===== config.mk =====
export PLATFORM = sky130hd
export DESIGN_NAME = frame_change_blend_decider_core
export DESIGN_NICKNAME = d
export VERILOG_FILES = /design/src/sv/fcbd_pkg.sv /design/src/sv/fcbd_front.sv /design/src/sv/fcbd_queue.sv /design/src/sv/fcbd_back.sv /design/src/sv/frame_change_blend_decider_core.sv
export VERILOG_INCLUDE_DIRS = /design/src /design/src/sv
export SDC_FILE = /design/constraint.sdc
export NUM_CORES = 1
export LEC_CHECK = 0
export BUFFER_PORTS_ARGS = -buffer_cell sky130_fd_sc_hd__buf_2
export CORE_MARGIN = 10
export CORE_UTILIZATION = 25
export CTS_CLUSTER_DIAMETER = 60
export DETAILED_ROUTE_END_ITERATION = 10
export GPL_TIMING_DRIVEN = 0
export SLEW_MARGIN = 20
export SYNTH_ARGS = -nofsm -noshare
export SYNTH_HDL_FRONTEND = slang
export SYNTH_SLANG_ARGS = --single-unit

===== constraint.sdc =====
create_clock -name clk -period 9.2 [get_ports clk]
set_clock_uncertainty 0.15 [all_clocks]
set_input_delay 1.38 -clock clk [delete_from_list [all_inputs] [get_ports clk]]
set_output_delay 1.38 -clock clk [all_outputs]
set_load 0.03 [all_outputs]

===== src/sv/frame_change_blend_decider_core_macros.svh =====
// assertion macros shared by the frame change blend decider modules
// no dependencies; included inside modules that check their own logic
`ifndef FRAME_CHANGE_BLEND_DECIDER_CORE_MACROS_SVH
`define FRAME_CHANGE_BLEND_DECIDER_CORE_MACROS_SVH

// same-cycle implication, off during reset
`define FCBD_ASSERT_NOW(label, clk, rst_n, ante, cons) \
    label: assert property (@(posedge clk) disable iff (!rst_n) (ante) |-> (cons)) \
        else $error("fcbd assertion failed");

// next-cycle implication, off during reset
`define FCBD_ASSERT_NEXT(label, clk, rst_n, ante, cons) \
    label: assert property (@(posedge clk) disable iff (!rst_n) (ante) |=> (cons)) \
        else $error("fcbd assertion failed");

`endif


===== src/sv/fcbd_pkg.sv =====
// shared types and constants for the frame change blend decider
// no dependencies
package fcbd_pkg;

    localparam int DIFF_W      = 8;
    localparam int THR_W       = 24;
    localparam int SUM_W       = 25;
    localparam int HIST_DEPTH  = 3;
    localparam int COUNT_W     = 2;
    localparam int QUEUE_DEPTH = 4;
    localparam int QUEUE_AW    = 2;
    localparam int QUEUE_CW    = 3;
    localparam int ADDR_W      = 4;
    localparam int DATA_W      = 32;

    localparam logic [SUM_W-1:0]   SUM_MAX       = {SUM_W{1'b1}};
    localparam logic [COUNT_W-1:0] COUNT_SAT     = 2'd2;
    localparam logic [THR_W-1:0]   THR_RESET     = 24'd8;

    // register indexes, byte address divided by four
    localparam logic [1:0] REG_THRESHOLD = 2'd0;
    localparam logic [1:0] REG_MAX_NORM  = 2'd1;
    localparam logic [1:0] REG_SLOWDOWN  = 2'd2;

    typedef struct packed {
        logic [DIFF_W-1:0] diff;
        logic              last;
    } pixel_item_t;

    typedef struct packed {
        logic not_empty;
        logic full;
    } queue_status_t;

    typedef struct packed {
        logic [THR_W-1:0] threshold;
        logic             use_max_norm;
        logic             slowdown_fix;
    } cfg_t;

endpackage


===== src/sv/fcbd_front.sv =====
// front part: takes pixel pairs and reduces each to its largest channel difference
// depends on fcbd_pkg
module fcbd_front
(
    input  logic                  in_valid,
    input  logic [7:0]            first_blue,
    input  logic [7:0]            first_green,
    input  logic [7:0]            first_red,
    input  logic [7:0]            second_blue,
    input  logic [7:0]            second_green,
    input  logic [7:0]            second_red,
    input  logic                  last_pixel,
    input  fcbd_pkg::queue_status_t q_status,
    output logic                  in_stall,
    output logic                  push,
    output fcbd_pkg::pixel_item_t push_item
);

    logic [7:0] diff_b;
    logic [7:0] diff_g;
    logic [7:0] diff_r;
    logic [7:0] max_bg;

    always_comb
    begin
        diff_b = (first_blue  > second_blue)  ? first_blue  - second_blue
                                               : second_blue  - first_blue;
        diff_g = (first_green > second_green) ? first_green - second_green
                                               : second_green - first_green;
        diff_r = (first_red   > second_red)   ? first_red   - second_red
                                               : second_red   - first_red;
        max_bg = (diff_g > diff_b) ? diff_g : diff_b;
        push_item.diff = (diff_r > max_bg) ? diff_r : max_bg;
        push_item.last = last_pixel;
    end

    assign in_stall = q_status.full;
    assign push     = in_valid && !q_status.full;

endmodule


===== src/sv/fcbd_queue.sv =====
// short queue of classified items between front and back
// depends on fcbd_pkg and the assertion macro header
module fcbd_queue
(
    input  logic                    clk,
    input  logic                    rst_n,
    input  logic                    push,
    input  fcbd_pkg::pixel_item_t   push_item,
    input  logic                    pop,
    output fcbd_pkg::pixel_item_t   head_item,
    output fcbd_pkg::queue_status_t q_status
);

    fcbd_pkg::pixel_item_t          slot_reg [fcbd_pkg::QUEUE_DEPTH];
    logic [fcbd_pkg::QUEUE_AW-1:0]  wr_ptr_reg;
    logic [fcbd_pkg::QUEUE_AW-1:0]  wr_ptr_next;
    logic [fcbd_pkg::QUEUE_AW-1:0]  rd_ptr_reg;
    logic [fcbd_pkg::QUEUE_AW-1:0]  rd_ptr_next;
    logic [fcbd_pkg::QUEUE_CW-1:0]  count_reg;
    logic [fcbd_pkg::QUEUE_CW-1:0]  count_next;

    always_comb
    begin
        wr_ptr_next = push ? wr_ptr_reg + 1'b1 : wr_ptr_reg;
        rd_ptr_next = pop  ? rd_ptr_reg + 1'b1 : rd_ptr_reg;
        count_next  = count_reg;
        if (push && !pop)
        begin
            count_next = count_reg + 1'b1;
        end
        else if (pop && !push)
        begin
            count_next = count_reg - 1'b1;
        end
    end

    always_ff @(posedge clk or negedge rst_n)
    begin
        if (!rst_n)
        begin
            wr_ptr_reg <= '0;
            rd_ptr_reg <= '0;
            count_reg  <= '0;
        end
        else
        begin
            wr_ptr_reg <= wr_ptr_next;
            rd_ptr_reg <= rd_ptr_next;
            count_reg  <= count_next;
        end
    end

    always_ff @(posedge clk)
    begin
        if (push)
        begin
            slot_reg[wr_ptr_reg] <= push_item;
        end
    end

    assign head_item          = slot_reg[rd_ptr_reg];
    assign q_status.not_empty = (count_reg != '0);
    assign q_status.full      = (count_reg == fcbd_pkg::QUEUE_CW'(fcbd_pkg::QUEUE_DEPTH));

`include "frame_change_blend_decider_core_macros.svh"

    `FCBD_ASSERT_NOW(a_q_no_overflow, clk, rst_n, push, !q_status.full)
    `FCBD_ASSERT_NOW(a_q_no_underflow, clk, rst_n, pop, q_status.not_empty)
    `FCBD_ASSERT_NOW(a_q_count_bound, clk, rst_n, 1'b1,
        count_reg <= fcbd_pkg::QUEUE_CW'(fcbd_pkg::QUEUE_DEPTH))

endmodule


===== src/sv/fcbd_back.sv =====
// back part: accumulates the change flag, keeps flag history, decides blend or copy
// depends on fcbd_pkg and the assertion macro header
module fcbd_back
(
    input  logic                    clk,
    input  logic                    rst_n,
    input  fcbd_pkg::cfg_t          cfg,
    input  fcbd_pkg::pixel_item_t   head_item,
    input  fcbd_pkg::queue_status_t q_status,
    output logic                    pop,
    output logic                    out_valid,
    input  logic                    out_stall,
    output logic                    pair_differs,
    output logic                    decision_valid,
    output logic                    blend_frames
);

    logic [fcbd_pkg::SUM_W-1:0]      diff_sum_reg;
    logic [fcbd_pkg::SUM_W-1:0]      diff_sum_next;
    logic                            change_found_reg;
    logic                            change_found_next;
    logic [fcbd_pkg::HIST_DEPTH-1:0] hist_reg;
    logic [fcbd_pkg::HIST_DEPTH-1:0] hist_next;
    logic [fcbd_pkg::COUNT_W-1:0]    count_reg;
    logic [fcbd_pkg::COUNT_W-1:0]    count_next;
    logic                            out_valid_reg;
    logic                            out_valid_next;
    logic                            differs_reg;
    logic                            dvalid_reg;
    logic                            blend_reg;

    logic [fcbd_pkg::SUM_W:0]        sum_wide;
    logic [fcbd_pkg::SUM_W-1:0]      sum_sat;
    logic                            hit;
    logic                            flag;
    logic                            dvalid;
    logic                            blend;
    logic                            finish;

    assign pop    = q_status.not_empty && (!head_item.last || !out_valid_reg || !out_stall);
    assign finish = pop && head_item.last;

    always_comb
    begin
        sum_wide = {1'b0, diff_sum_reg}
                 + (fcbd_pkg::SUM_W+1)'(head_item.diff);
        sum_sat  = sum_wide[fcbd_pkg::SUM_W] ? fcbd_pkg::SUM_MAX
                                             : sum_wide[fcbd_pkg::SUM_W-1:0];
        if (cfg.use_max_norm)
        begin
            hit = (fcbd_pkg::THR_W'(head_item.diff) >= cfg.threshold);
        end
        else
        begin
            hit = (sum_sat >= fcbd_pkg::SUM_W'(cfg.threshold));
        end
        flag   = change_found_reg || hit;
        dvalid = (count_reg == fcbd_pkg::COUNT_SAT);
        blend  = dvalid && (hist_reg[1] ||
                 (cfg.slowdown_fix && !hist_reg[2] && hist_reg[0] && !flag));
    end

    always_comb
    begin
        diff_sum_next     = diff_sum_reg;
        change_found_next = change_found_reg;
        hist_next         = hist_reg;
        count_next        = count_reg;
        if (pop)
        begin
            if (head_item.last)
            begin
                diff_sum_next     = '0;
                change_found_next = 1'b0;
                hist_next         = {hist_reg[1:0], flag};
                if (count_reg != fcbd_pkg::COUNT_SAT)
                begin
                    count_next = count_reg + 1'b1;
                end
            end
            else
            begin
                change_found_next = flag;
                if (!change_found_reg && !cfg.use_max_norm)
                begin
                    diff_sum_next = sum_sat;
                end
            end
        end
        if (finish)
        begin
            out_valid_next = 1'b1;
        end
        else
        begin
            out_valid_next = out_valid_reg && out_stall;
        end
    end

    always_ff @(posedge clk or negedge rst_n)
    begin
        if (!rst_n)
        begin
            diff_sum_reg     <= '0;
            change_found_reg <= 1'b0;
            hist_reg         <= '0;
            count_reg        <= '0;
            out_valid_reg    <= 1'b0;
        end
        else
        begin
            diff_sum_reg     <= diff_sum_next;
            change_found_reg <= change_found_next;
            hist_reg         <= hist_next;
            count_reg        <= count_next;
            out_valid_reg    <= out_valid_next;
        end
    end

    always_ff @(posedge clk)
    begin
        if (finish)
        begin
            differs_reg <= flag;
            dvalid_reg  <= dvalid;
            blend_reg   <= blend;
        end
    end

    assign out_valid      = out_valid_reg;
    assign pair_differs   = differs_reg;
    assign decision_valid = dvalid_reg;
    assign blend_frames   = blend_reg;

`include "frame_change_blend_decider_core_macros.svh"

    `FCBD_ASSERT_NEXT(a_last_gives_result, clk, rst_n, finish, out_valid_reg)
    `FCBD_ASSERT_NOW(a_blend_needs_decision, clk, rst_n, out_valid_reg && blend_reg, dvalid_reg)
    `FCBD_ASSERT_NEXT(a_stalled_result_not_replaced, clk, rst_n,
        out_valid_reg && out_stall, out_valid_reg)

endmodule


===== src/sv/frame_change_blend_decider_core.sv =====
// top level of the frame change blend decider: config registers, front, queue, back
// depends on fcbd_pkg, fcbd_front, fcbd_queue, fcbd_back
//
//  channel  | handshake              | payload
//  ---------+------------------------+--------------------------------------------
//  input    | in_valid / in_stall    | first_*, second_* bytes, last_pixel
//  output   | out_valid / out_stall  | pair_differs, decision_valid, blend_frames
//  config   | psel, penable, pwrite  | paddr, pwdata, prdata, pready
//
// one pixel pair accepted per cycle unless stalled; a result is registered as its last pixel pops
// the back part retires one queued item per cycle if any, held only by a stalled result
// in_stall rises when the four-entry queue is full; no clearing pass after reset
module frame_change_blend_decider_core
(
    input  logic                          clk,
    input  logic                          rst_n,
    input  logic                          in_valid,
    output logic                          in_stall,
    input  logic [7:0]                    first_blue,
    input  logic [7:0]                    first_green,
    input  logic [7:0]                    first_red,
    input  logic [7:0]                    second_blue,
    input  logic [7:0]                    second_green,
    input  logic [7:0]                    second_red,
    input  logic                          last_pixel,
    output logic                          out_valid,
    input  logic                          out_stall,
    output logic                          pair_differs,
    output logic                          decision_valid,
    output logic                          blend_frames,
    input  logic                          psel,
    input  logic                          penable,
    input  logic                          pwrite,
    input  logic [fcbd_pkg::ADDR_W-1:0]   paddr,
    input  logic [fcbd_pkg::DATA_W-1:0]   pwdata,
    output logic [fcbd_pkg::DATA_W-1:0]   prdata,
    output logic                          pready
);

    fcbd_pkg::cfg_t          cfg_reg;
    fcbd_pkg::cfg_t          cfg_next;
    fcbd_pkg::queue_status_t q_status;
    fcbd_pkg::pixel_item_t   push_item;
    fcbd_pkg::pixel_item_t   head_item;
    logic                    push;
    logic                    pop;
    logic                    cfg_write;
    logic [1:0]              reg_idx;

    assign pready    = 1'b1;
    assign cfg_write = psel && penable && pwrite;
    assign reg_idx   = paddr[3:2];

    always_comb
    begin
        cfg_next = cfg_reg;
        if (cfg_write)
        begin
            case (reg_idx)
                fcbd_pkg::REG_THRESHOLD: cfg_next.threshold    = pwdata[fcbd_pkg::THR_W-1:0];
                fcbd_pkg::REG_MAX_NORM:  cfg_next.use_max_norm = pwdata[0];
                fcbd_pkg::REG_SLOWDOWN:  cfg_next.slowdown_fix = pwdata[0];
                default:                 cfg_next = cfg_reg;
            endcase
        end
    end

    always_comb
    begin
        case (reg_idx)
            fcbd_pkg::REG_THRESHOLD: prdata = fcbd_pkg::DATA_W'(cfg_reg.threshold);
            fcbd_pkg::REG_MAX_NORM:  prdata = fcbd_pkg::DATA_W'(cfg_reg.use_max_norm);
            fcbd_pkg::REG_SLOWDOWN:  prdata = fcbd_pkg::DATA_W'(cfg_reg.slowdown_fix);
            default:                 prdata = '0;
        endcase
    end

    always_ff @(posedge clk or negedge rst_n)
    begin
        if (!rst_n)
        begin
            cfg_reg.threshold    <= fcbd_pkg::THR_RESET;
            cfg_reg.use_max_norm <= 1'b1;
            cfg_reg.slowdown_fix <= 1'b0;
        end
        else
        begin
            cfg_reg <= cfg_next;
        end
    end

    fcbd_front u_front
    (
        .in_valid     (in_valid),
        .first_blue   (first_blue),
        .first_green  (first_green),
        .first_red    (first_red),
        .second_blue  (second_blue),
        .second_green (second_green),
        .second_red   (second_red),
        .last_pixel   (last_pixel),
        .q_status     (q_status),
        .in_stall     (in_stall),
        .push         (push),
        .push_item    (push_item)
    );

    fcbd_queue u_queue
    (
        .clk       (clk),
        .rst_n     (rst_n),
        .push      (push),
        .push_item (push_item),
        .pop       (pop),
        .head_item (head_item),
        .q_status  (q_status)
    );

    fcbd_back u_back
    (
        .clk            (clk),
        .rst_n          (rst_n),
        .cfg            (cfg_reg),
        .head_item      (head_item),
        .q_status       (q_status),
        .pop            (pop),
        .out_valid      (out_valid),
        .out_stall      (out_stall),
        .pair_differs   (pair_differs),
        .decision_valid (decision_valid),
        .blend_frames   (blend_frames)
    );

endmodule

Word level (Yosys, flattened, before mapping):

Memory sizes are Yosys's and may differ from the RTL's.
Cells that the tools add are included.
W data, S select, Z words.

* bits in registers: 68
* bits in latches: 0
* RAM bits: 36
* memory bits (read-only): 0
* input port bits: 92
* output and inout bits: 38
* memories: 1

Memory list
* u_queue.slot_reg: words 4, width 9, rd ports 1, clocked after memory_dff 0, wr ports 1, line fcbd_queue.sv:14 `fcbd_pkg::pixel_item_t slot_reg [fcbd_pkg::QUEUE_DEPTH];`

* add/sub/neg operators: 12
* multiply operators: 0
* div/mod/pow operators: 0
* order comparisons: 7
* equal/unequal tests: 5
* shift operators: 0
* muxes and demuxes: 16
* bitwise gates (word level): 0
* reduce and logical (&&, ||, !) cells: 37

Operators by type and width (count)
* $mux W25: 3
* $pmux W24 S3: 1
* $sub A8 B8 Y8: 6
* $gt A8 B8 Y1: 5
* $mux W8: 5
* $add A25 B8 Y26: 1
* $ge A25 B24 Y1: 1
* $ge A8 B24 Y1: 1
* $logic_and A1 B1 Y1: 13
* $logic_not A1 Y1: 10
* $reduce_and A2 Y1: 5
* $add A2 B1 Y2 const B: 3
* $mux W3: 2
* $mux W1: 5
* $eq A2 B2 Y1 const B: 2
* $logic_or A1 B1 Y1: 4
* $reduce_bool A2 Y1: 2
* $add A3 B1 Y3 const B: 1
* $eq A3 B3 Y1 const B: 1
* $reduce_and A3 Y1: 1
* $reduce_bool A3 Y1: 1
* $sub A3 B1 Y3 const B: 1
* $eq A2 B1 Y1 const B: 1
* $logic_not A2 Y1: 1
* $ne A2 B2 Y1 const B: 1

Longest topological paths before layout:

An unclocked memory read counts as a cell.

* depth in word-level cells: 10
* gate-level depth with buffers: 30
* mapped depth without buffers: 28

By module:

A second synthesis with hierarchy kept.

* cells, all modules: 964
* area total of the unflattened synthesis: 9097.5 um2

By module, submodules not included
* fcbd_back: times used 1, cells an instance 401, area an instance 3281.9 um2, sequential area each 890.9 um2
* fcbd_front: times used 1, cells an instance 384, area an instance 2862.7 um2, sequential area each 0.0 um2
* fcbd_queue: times used 1, cells an instance 81, area an instance 1695.4 um2, sequential area each 1256.2 um2
* frame_change_blend_decider_core: times used 1, cells an instance 98, area an instance 1257.5 um2, sequential area each 653.1 um2

Worst setup path before layout:

No wires, ideal clock.

* path type: input-to-reg
* from: input port first_blue[4]
* to: memory u_queue.slot_reg[0][1] (netlist name) (data pin)
* setup time: 266 ps
* arrival: 6603 ps
* data required time: 8784 ps
* path slack: 2180 ps
* stages on the path: 28
* buffers on the path: 2
* cell sequence: inv_1 > ha_1 > nand4_1 > or4_4 > o31ai_4 > buf_12 > mux2_2 > a221o_1 > xor2_1 > inv_1 > ha_1 > nand4_1 > nor2_1 > a211o_1 > a21boi_0 > a311oi_2 > nand3_4 > mux2i_1 > ha_1 > nor2b_1 > o21a_1 > o21ai_0 > nand2b_1 > a21oi_1 > o21ai_0 > o31a_1 > buf_1 > mux2_2

RTL lines
* start, declared: line frame_change_blend_decider_core.sv:19 `input logic [7:0] first_blue,`
* end, declared: line fcbd_queue.sv:14

==> summary.txt <==
Vias: 7056
Layout area overhead: 17.20%
Core ar.: 33620 sq um
first-pass GRT wire length: 36410 microns
DR DRC count: 0
Seq cells post-synth: 104
initial antenna violation count: 0
storage element area: 2800 sq um
final wirelength: 22640 microns
# H-tree levels: 3
Post-CTS Resized: 0
crit path to: u_queue.slot_reg[1][3]
Synth async-reset ratio: 62.50%
post-synthesis cell count: 921
Final ANT Viol Nets: 0
Post-Synthesis Cell Area: 8523 sq um
Clock Sinks: 104
number of global-route vias before repair: 6965
top sig layer: met4
Critical Path Sink Type: flop
Final nets: 1254
max FFs per register: 36
Detailed Route Iter0 Violations: 388
Via density: 4.701
worst skew pair latency: 0.36 ns
post-route cell area: 9990 sq um
Worst R2R Start: u_queue.rd_ptr_reg[0]
CTS max path bufs: 2
post-place instance area: 9679 sq um
Die X: 204.6 microns
worst reg2reg endpoint: u_back.blend_frames
Ys Warns: 0
Ports: 130
crit path max fanout: 10
DR WL/cell: 15.08 microns
Hold Fails Final Rpt: 0
met3 WL: 1454 microns
largest net degree at the start of global routing: 39
slowest cell on the critical path: mux2i_1
fmax: 134.2 MHz
Slew HR: 26.72%
Multi-input gate area: 5114 sq um
Crit path required time: 9.17 ns
sequential share of the synthesized area: 32.85%
DP HPWL: 18600 microns
CTS clock-pin slew for the worst setup and hold paths: 0.07 ns
Tot GR Track Use: 10.65%
pins over their slew limit: 0
total CTS buffers: 9
Diodes inserted: 0
CTS tree: done
die area: 41880 sq um
FF-to-FF path depth: 17
R2R Setup Slk: 3.04 ns
CTS root buf: clkbuf_16
Initial Utilization: 25.35%
Worst path max stage delay: 0.46 ns
PwrDens: 261.1 nW/um^2
Distinct cells, synth: 70
Setup crit start: first_green[0]
total gr overflow: 0
max-cap violation count: 0
Layout fillers: 3564
Worst Hold Class: flop to flop
post-route clock period utilization: 81.02%
status: finished, final reports clean
Leak Pwr: 0.004814 uW
count of final setup violators: 0
Chip Height: 204.6 microns
Row Count: 67
Syn Area/Cell: 9.254 sq um
# hold bufs at CTS: 0
WP data arrival: 7.43 ns
Main synth FF type: dfrtp_1
PortBufs: 108
Slew @ Worst Pin: 1.071 ns
post-layout min period: 7.454 ns
Setup Fix Bufs, Post-CTS: 0
met2 wire length: 10670 microns
maximum vdd drop: 0.1484 mV
Setup CP Type: input port to flop
GPL Wtd Cong: 0.8993
power after layout: 2608 uW
setup TNS: 0 ns
WL met1: 10310 microns
First-pass DRT Iterations: 6
number of synthesized flops with an enable pin: 39
share of layout cells above drive strength 1: 16.43%
CP startpoint kind: input port
RSZ-0062 raised after global routing: no
[synth_stat cells, types with 5 or more instances]
cell type	n	share of area [%]
inv_1	117	5.2
ha_1	106	16
nand2_1	84	3.7
o21ai_0	68	4.0
dfrtp_1	63	18
a21oi_1	44	2.6
edfxtp_1	39	14
mux2i_1	37	4.3
nor3_1	37	2.2
nor2_1	34	1.5
a21o_1	23	2.0
xnor2_1	22	2.3
clkbuf_1	21	0.92
nand3_1	21	1.2
xor2_1	16	1.6
a22o_1	14	1.4
nand4_1	14	1.0
mux2_2	13	1.7
and2_1	10	0.73
buf_4	10	0.88
mux4_2	9	2.4
fa_1	8	1.9
nor2b_1	8	0.59
o21a_1	8	0.70
nand3b_1	7	0.62
nor4_1	7	0.51
a31oi_1	6	0.44
and3_1	6	0.44
a221oi_1	5	0.51
buf_1	5	0.22
[cell type report]
class | count | share of cell area (%)
Clock inverter | 7 | 0.8517
Clock buffer | 9 | 2.255
Sequential cell | 104 | 28.03
Inverter | 117 | 4.396
Tap cell | 448 | 5.611
Timing Repair Buffer | 109 | 5.636
Buffer | 39 | 2.029
Multi-Input combinational cell | 668 | 51.19
[cells in the final DEF, fill, tap and decap left out, drive strengths merged, types with 4 or more instances in the layout]
master / instances
a211oi: 4
a21o: 23
a21oi: 44
a221oi: 5
a22o: 14
a31oi: 6
and2: 10
and3: 6
buf: 127
clkbuf: 30
conb: 9
dfrtp: 63
edfxtp: 39
fa: 8
ha: 106
inv: 121
mux2: 14
mux2i: 37
mux4: 9
nand2: 84
nand3: 22
nand3b: 7
nand4: 14
nor2: 34
nor2b: 8
nor3: 37
nor3b: 4
nor4: 7
o21a: 8
o21ai: 70
xnor2: 22
xor2: 16
[per-layer routing]
| layer | track usage [%] | vias up |
|---|---|---|
| met5 | 0 | - |
| met4 | 1.746 | 0 |
| met2 | 18.23 | 222 |
| met3 | 2.243 | 19 |
| met1 | 13.65 | 3325 |
| li1 | - | 3490 |
[metrics by stage]
step	std cells	hold slack, ns	util, %	setup WS, ns
after floorplan	928	0.2890	-	2.180
after global placement	1484	0.3040	28.71	1.507
after detailed placement	1485	0.3098	28.79	1.396
after CTS	1501	0.3263	29.72	1.781
after global routing	1501	0.3496	29.72	1.194
final	1501	0.3216	29.72	1.746
[worst min path at each step]
stage / start / cells after the start / endpoint / slack, ns
after global placement: u_back.hist_reg[2] / 2 / u_back.hist_reg[2] / 0.30
after CTS: u_back.hist_reg[2] / 2 / u_back.hist_reg[2] / 0.33
after global routing: u_back.hist_reg[2] / 2 / u_back.hist_reg[2] / 0.35
after floorplan: u_back.hist_reg[2] / 2 / u_back.hist_reg[2] / 0.29
after detailed placement: u_back.hist_reg[2] / 2 / u_back.hist_reg[2] / 0.31
final: u_back.hist_reg[2] / 2 / u_back.hist_reg[2] / 0.32
[logic make-up after synthesis]
logic type	after synthesis	synth area share (%)
muxes	60	8.617
adders and majority gates	114	17.44
buffers and inverters	156	7.531
DFF	104	32.85
other	2	0.08811
AOI/OAI and AO/OA	205	15.65
xor gates and xnor gates	38	3.905
and+or+nand+nor	242	13.92
[worst max-delay path: cells and delay by family]
| kind | cells | cell delay, ns |
|---|---|---|
| muxes | 3 | 1.05 |
| AOI/OAI and AO/OA | 13 | 2.18 |
| and+or+nand+nor | 5 | 0.73 |
| adders and majority gates | 4 | 1.18 |
| buffers and inverters | 5 | 0.92 |
[report_power, final]
part	internal, uW	switching [uW]
clock	217	186
sequential	670	59.3
combinational	597	879
No activity file was read; power rests on OpenSTA's default activity.
